--- src/hdl/sbps_pkg.sv ---
package sbps_pkg;

  // field widths
  localparam int PIN_W  = 6;
  localparam int WORD_W = 12;
  localparam int KIND_W = 2;
  localparam int PHASE_W = 3;

  // stream widths, data widths padded to whole bytes
  localparam int IN_DATA_W  = 24;
  localparam int IN_USER_W  = 1;
  localparam int OUT_DATA_W = 32;
  localparam int OUT_USER_W = 4;

  // pin and word masks
  localparam logic [PIN_W-1:0]  LOW_PINS  = 6'h3F;
  localparam logic [PIN_W-1:0]  SA_PINS   = 6'h30;
  localparam logic [3:0]        DIR_PINS  = 4'hF;
  localparam logic [WORD_W-1:0] WORD_MASK = 12'hFFF;

  // scan phases
  localparam logic [PHASE_W-1:0] PHASE_DIR    = 3'd0;
  localparam logic [PHASE_W-1:0] PHASE_SA     = 3'd1;
  localparam logic [PHASE_W-1:0] PHASE_DETECT = 3'd5;
  localparam logic [PHASE_W-1:0] PHASE_LAST   = 3'd6;

  // pad kinds
  localparam logic [KIND_W-1:0] KIND_UNKNOWN = 2'd0;
  localparam logic [KIND_W-1:0] KIND_THREE   = 2'd1;
  localparam logic [KIND_W-1:0] KIND_SIX     = 2'd2;

  // control from the top level into one pad lane
  typedef struct packed {
    logic               step;
    logic [PHASE_W-1:0] phase;
  } lane_ctrl_t;

  // post-update status of one pad lane
  typedef struct packed {
    logic [WORD_W-1:0] now;
    logic [WORD_W-1:0] prev;
    logic [KIND_W-1:0] kind;
  } lane_stat_t;

endpackage

--- src/hdl/sbps_pad_lane.sv ---
module sbps_pad_lane (
  input  logic                          clk,
  input  logic                          rst_n,
  input  sbps_pkg::lane_ctrl_t          ctrl,
  input  logic [sbps_pkg::PIN_W-1:0]    pins,
  output sbps_pkg::lane_stat_t          stat
);
  import sbps_pkg::*;

  logic [WORD_W-1:0] word_r, word_nxt;
  logic [WORD_W-1:0] now_r, now_nxt;
  logic [WORD_W-1:0] before_r, before_nxt;
  logic [KIND_W-1:0] kind_r, kind_nxt;
  logic [3:0]        extra;
  logic [WORD_W-1:0] word_full;

  // per-phase sample handling
  always_comb begin
    word_nxt   = word_r;
    now_nxt    = now_r;
    before_nxt = before_r;
    kind_nxt   = kind_r;
    extra      = (kind_r == KIND_SIX) ? pins[3:0] : DIR_PINS;
    word_full  = word_r | {extra, 8'b0};
    if (ctrl.step) begin
      case (ctrl.phase)
        PHASE_DIR: begin
          word_nxt = {6'b0, pins & LOW_PINS};
        end
        PHASE_SA: begin
          word_nxt = word_r | {4'b0, pins & SA_PINS, 2'b0};
        end
        PHASE_DETECT: begin
          kind_nxt = (pins[3:0] == 4'b0) ? KIND_SIX : KIND_THREE;
        end
        PHASE_LAST: begin
          word_nxt   = word_full;
          before_nxt = now_r;
          now_nxt    = word_full ^ WORD_MASK;
        end
        default: begin
        end
      endcase
    end
  end

  // lane state
  always_ff @(posedge clk) begin
    if (!rst_n) begin
      word_r   <= '0;
      now_r    <= '0;
      before_r <= '0;
      kind_r   <= KIND_UNKNOWN;
    end else begin
      word_r   <= word_nxt;
      now_r    <= now_nxt;
      before_r <= before_nxt;
      kind_r   <= kind_nxt;
    end
  end

  // status as seen after this sample
  assign stat.now  = now_nxt;
  assign stat.prev = before_nxt;
  assign stat.kind = kind_nxt;

endmodule

--- src/hdl/six_button_pad_scanner.sv ---
// channel | dir | tdata (low bit up)                               | tuser
// in      | in  | pad_a_pins[5:0] pad_b_pins[11:6] query_mask[23:12]| query_pad[0]
// out     | out | th_level[0] scan_done[1] pad_a_buttons[13:2]       | pad_a_kind[1:0]
//         |     | pad_b_buttons[25:14] query_held[26]               | pad_b_kind[3:2]
//         |     | query_pressed[27] query_released[28]              |
//
// one beat per cycle sustained while out_tready is high; each beat passes
// through the input register and then the result register.
// the input register doubles as a skid stage: a beat is taken while a
// result waits, and in_tready drops only when both stages are full.
// rst_n is synchronous active low; it clears the scan phase, pad words,
// pad kinds and both valid flags.
module six_button_pad_scanner (
  input  logic                               clk,
  input  logic                               rst_n,
  input  logic                               in_tvalid,
  output logic                               in_tready,
  // pad_a_pins[5:0], pad_b_pins[11:6], query_mask[23:12]
  input  logic [sbps_pkg::IN_DATA_W-1:0]     in_tdata,
  // query_pad[0]
  input  logic [sbps_pkg::IN_USER_W-1:0]     in_tuser,
  output logic                               out_tvalid,
  input  logic                               out_tready,
  // th_level[0], scan_done[1], pad_a_buttons[13:2], pad_b_buttons[25:14],
  // query_held[26], query_pressed[27], query_released[28], zeros above
  output logic [sbps_pkg::OUT_DATA_W-1:0]    out_tdata,
  // pad_a_kind[1:0], pad_b_kind[3:2]
  output logic [sbps_pkg::OUT_USER_W-1:0]    out_tuser
);
  import sbps_pkg::*;

  logic                   s1_valid_r;
  logic [IN_DATA_W-1:0]   s1_data_r;
  logic [IN_USER_W-1:0]   s1_user_r;
  logic                   out_valid_r;
  logic [OUT_DATA_W-1:0]  out_data_r, out_data_nxt;
  logic [OUT_USER_W-1:0]  out_user_r, out_user_nxt;
  logic [PHASE_W-1:0]     phase_r, phase_nxt;
  logic                   s1_adv;
  logic                   step;
  lane_ctrl_t             ctrl;
  lane_stat_t             stat_a, stat_b, stat_q;
  logic [WORD_W-1:0]      mask;
  logic                   now_any, before_any;
  logic                   th_level, scan_done;

  // handshake
  assign s1_adv    = !out_valid_r || out_tready;
  assign in_tready = !s1_valid_r || s1_adv;
  assign step      = s1_valid_r && s1_adv;

  // input register
  always_ff @(posedge clk) begin
    if (!rst_n) begin
      s1_valid_r <= 1'b0;
    end else if (in_tready) begin
      s1_valid_r <= in_tvalid;
    end
  end

  always_ff @(posedge clk) begin
    if (in_tready && in_tvalid) begin
      s1_data_r <= in_tdata;
      s1_user_r <= in_tuser;
    end
  end

  // scan phase counter
  assign phase_nxt = (phase_r >= PHASE_LAST) ? PHASE_DIR : phase_r + 3'd1;

  always_ff @(posedge clk) begin
    if (!rst_n) begin
      phase_r <= PHASE_DIR;
    end else if (step) begin
      phase_r <= phase_nxt;
    end
  end

  assign ctrl.step  = step;
  assign ctrl.phase = phase_r;

  // pad lanes
  sbps_pad_lane u_lane_a (
    .clk   (clk),
    .rst_n (rst_n),
    .ctrl  (ctrl),
    .pins  (s1_data_r[5:0]),
    .stat  (stat_a)
  );

  sbps_pad_lane u_lane_b (
    .clk   (clk),
    .rst_n (rst_n),
    .ctrl  (ctrl),
    .pins  (s1_data_r[11:6]),
    .stat  (stat_b)
  );

  // query on the post-update words
  assign stat_q     = s1_user_r[0] ? stat_b : stat_a;
  assign mask       = s1_data_r[23:12];
  assign now_any    = |(stat_q.now & mask);
  assign before_any = |(stat_q.prev & mask);
  assign th_level   = !phase_nxt[0];
  assign scan_done  = (phase_r == PHASE_LAST);

  assign out_data_nxt = {3'b0, !now_any && before_any, now_any && !before_any, now_any,
                         stat_b.now, stat_a.now, scan_done, th_level};
  assign out_user_nxt = {stat_b.kind, stat_a.kind};

  // result register
  always_ff @(posedge clk) begin
    if (!rst_n) begin
      out_valid_r <= 1'b0;
    end else if (s1_adv) begin
      out_valid_r <= s1_valid_r;
    end
  end

  always_ff @(posedge clk) begin
    if (step) begin
      out_data_r <= out_data_nxt;
      out_user_r <= out_user_nxt;
    end
  end

  assign out_tvalid = out_valid_r;
  assign out_tdata  = out_data_r;
  assign out_tuser  = out_user_r;

endmodule

--- config.mk ---
export PLATFORM = sky130hd
export DESIGN_NAME = six_button_pad_scanner
export DESIGN_NICKNAME = d
export VERILOG_FILES = /design/src/hdl/sbps_pkg.sv /design/src/hdl/sbps_pad_lane.sv /design/src/hdl/six_button_pad_scanner.sv
export SDC_FILE = /design/constraint.sdc
export NUM_CORES = 1
export LEC_CHECK = 0
export ABC_AREA = 1
export BUFFER_PORTS_ARGS = -buffer_cell sky130_fd_sc_hd__buf_2
export CORE_MARGIN = 3
export CORE_UTILIZATION = 60
export CTS_BUF_LIST = sky130_fd_sc_hd__clkbuf_8
export DETAILED_ROUTE_END_ITERATION = 16
export HOLD_SLACK_MARGIN = 0.08
export PLACE_DENSITY_LB_ADDON = 0.08
export SYNTH_ARGS = -nofsm -noshare
export SYNTH_HDL_FRONTEND = slang
export SYNTH_SLANG_ARGS = --single-unit
--- constraint.sdc ---
create_clock -name clk -period 4.8 [get_ports clk]
set_input_delay 0.96 -clock clk [delete_from_list [all_inputs] [get_ports clk]]
set_output_delay 0.96 -clock clk [all_outputs]
set_load 0.02 [all_outputs]
==> out/results.ini <==
[outcome]
status = completed

[grt]
grt_overflow = 0
first_global_vias = 4238
grt_max_degree = 64
global_route.usage.total_pct = 23.6
grt_pass1_wl_um = 20300
antenna_found_initial = 0

[cts]
clkSlewWorstSetupHoldPaths_ns = 0.08
clk_latency_ns = 0.44
clockBufferDepth = 2
cts_root_buf = clkbuf_8
postCtsResizedCells = 0
postCtsSetupBuffers = 0
cts_buffers = 17
cts_hold_buf = 0
cts.sinks = 139
h-tree-depth = 4
cts_tree = done

[timing]
hold_viol = 0
period_needed_ns = 3.48
fin_tns_setup_ns = 0
fmax_ghz = 0.287
finalCritPeriodShare_pct = 72.6
setup_viol = 0
slew_headroom_pct = 24.3
rsz0062_at_grt = no
drv_slew = 0
worst_slack_ns = 1.32
finClkSkew_ns = 0.0113
max_slew.worst_pin.slew_ns = 1.13

[worst_setup_path]
cpMostUsedCell = nand2_1
worst_r2r_path_depth = 12
crit_chain = ha_1 > nand2_2 > inv_2 > nand3_2 > nand2_1 > nand3_1 > nand3_1 > nand2_1 > nor2_2 > nand2_1 > nor2_1 > nor2_1
crit_arrival_ns = 3.68
slowest_delay_ns = 0.75
worst-setup-path-type = flop to flop
slowest_stage = nand3_2
critPathRequiredTime_ns = 5.00
worst-path-max-fanout = 47
end_kind = flop
cp-start-kind = flop

[floorplan]
coreArea_um2 = 8980
fp.dieW_um = 104
start_util_pct = 63.7
die_y_um = 104
io_pins = 67
row_count = 34
die_area_um2 = 10700

[logic_synthesis]
synthArstFlopShare_pct = 0
ys_seq_area_share_pct = 58.9
synth-edff-count = 58
synth_top_area_share_pct = 30.5
synth_flop_cell = dfxtp_1
synth_area_per_cell_um2 = 8.53
synth_most_common_cell = nand2_1
yosysTopAreaCell = edfxtp_1
synth.area.top_cells = edfxtp_1, dfxtp_1, nand2_1
yosysWarnings = 0
ys_seq_elements = 139
synth.distinct_cells = 25
synth_common_cells = nand2_1, dfxtp_1, inv_1
netlist_area_um2 = 5710
netlist_instances = 670

[routing]
viasPerCell = 5.22
drt_first_pass_iters = 5
ant_nets = 0
drc = 0
post_drt_wl_per_cell_um = 14.4
vias = 4516
drt_iter0_drc = 322
drt-total-wl_um = 12500

[pwr]
power_density_nw_per_um2 = 373
p_leak_nw = 2.90
vdd_drop_max_v = 0.000365

[cells_and_area]
drive_gt1_share_pct = 15.6
area_growth_pct = 12.4
nets = 759
num_antenna_cells = 0

[hold_path]
min_delay_path_depth = 2
hp-class = flop to flop

[placement]
post-dp-hpwl_um = 8420
place_ws_ns = 1.39
place_congestion = 0.866
port_buffers = 63

[job]
cap_violations = 0

==> cells by family (layout without fill, tap and decap cells) <==
| group | Yosys count | count (layout) | synth area share [%] |
|---|---|---|---|
| adders and majority gates | 4 | 4 | 0.876 |
| buffers and inverters | 100 | 167 | 7.58 |
| AOI/OAI and AO/OA | 75 | 75 | 6.92 |
| other | 1 | 3 | 0.0656 |
| DFF | 139 | 139 | 58.9 |
| and+or+nand+nor | 351 | 351 | 25.7 |
==> critical path: cells and delay by family, from the launching register on <==
family | cells | cell delay [ns]
DFF | 1 | 0.43
adders and majority gates | 1 | 0.52
and+or+nand+nor | 10 | 2.15
buffers and inverters | 1 | 0.13
==> per-layer routing <==
layer,vias up,track usage [%],routed length (um)
met5,-,0,0
met4,0,7.50,202
met3,22,5.78,766
met2,142,40.2,6160
met1,2087,29.9,5330
li1,2265,-,-
==> flip-flops by register name (all words and copies together), names as in the netlist, 2 cells and up <==
name,count
out_tdata,29
out_tuser,4
phase_r,3
s1_data_r,24
u_lane_a.before_r,12
u_lane_a.kind_r,2
u_lane_a.now_r,12
u_lane_a.word_r,12
u_lane_b.before_r,12
u_lane_b.kind_r,2
u_lane_b.now_r,12
u_lane_b.word_r,12
==> power by group <==
group          internal [W]  switching, W
Sequential          0.00128     0.0000217
Combinational     0.0000568      0.000130
Clock              0.000435      0.000474
Total               0.00177      0.000625
==> cell usage in the layout (no fill, tap or decap) <==
master | netlist | routed
nand2_1 | 203 | 203
dfxtp_1 | 81 | 81
inv_1 | 68 | 69
nand3_1 | 67 | 67
buf_2 | 13 | 63
edfxtp_1 | 58 | 58
nor2_1 | 55 | 55
a21oi_1 | 53 | 53
clkbuf_8 | 0 | 18
o21ai_0 | 16 | 16
nand2_2 | 9 | 9
nor3_1 | 8 | 8
ha_1 | 4 | 4
inv_6 | 0 | 4
nor2_2 | 3 | 3
o22ai_1 | 3 | 3
conb_1 | 1 | 3
clkinv_4 | 0 | 3
inv_2 | 2 | 2
nand3_2 | 2 | 2
nor4_1 | 2 | 2
a211oi_1 | 2 | 2
clkinvlp_4 | 0 | 2
inv_8 | 0 | 2
buf_4 | 3 | 2
nor2_4 | 1 | 1
a21oi_4 | 1 | 1
or2_2 | 1 | 1
clkinv_2 | 0 | 1
bufinv_16 | 0 | 1
==> final timing paths <==
| check | startpoint | endpoint | slack, ns |
|---|---|---|---|
| max | phase_r[1] | out_tdata[27] | 1.32 |
| min | u_lane_a.word_r[6] | u_lane_a.word_r[6] | 0.45 |
| max reg2reg | phase_r[1] | out_tdata[27] | 1.32 |
| min reg2reg | u_lane_a.word_r[6] | u_lane_a.word_r[6] | 0.45 |
==> through the flow <==
step	cell area (um^2)	instances	total power [W]	hold slack (ns)	util (%)
floorplan	5720	672	0.00145	0.426	-
global placement	6040	833	0.00151	0.439	67.3
detailed placement	6040	833	0.00151	0.444	67.3
CTS	6420	865	0.00241	0.455	71.6
global route	6420	865	0.00248	0.471	71.6
finish	6420	865	0.00239	0.455	71.6
==> cell type report <==
| cell class | instances | area [um^2] |
|---|---|---|
| timing repair buffer | 65 | 330 |
| clock inverter | 14 | 138 |
| tap | 126 | 158 |
| clock buffer | 18 | 248 |
| sequential | 139 | 3360 |
| multi-input combinational | 433 | 1930 |
| fill | 697 | 2550 |
| inverter | 70 | 263 |
Power figures use the tool's default switching activity.
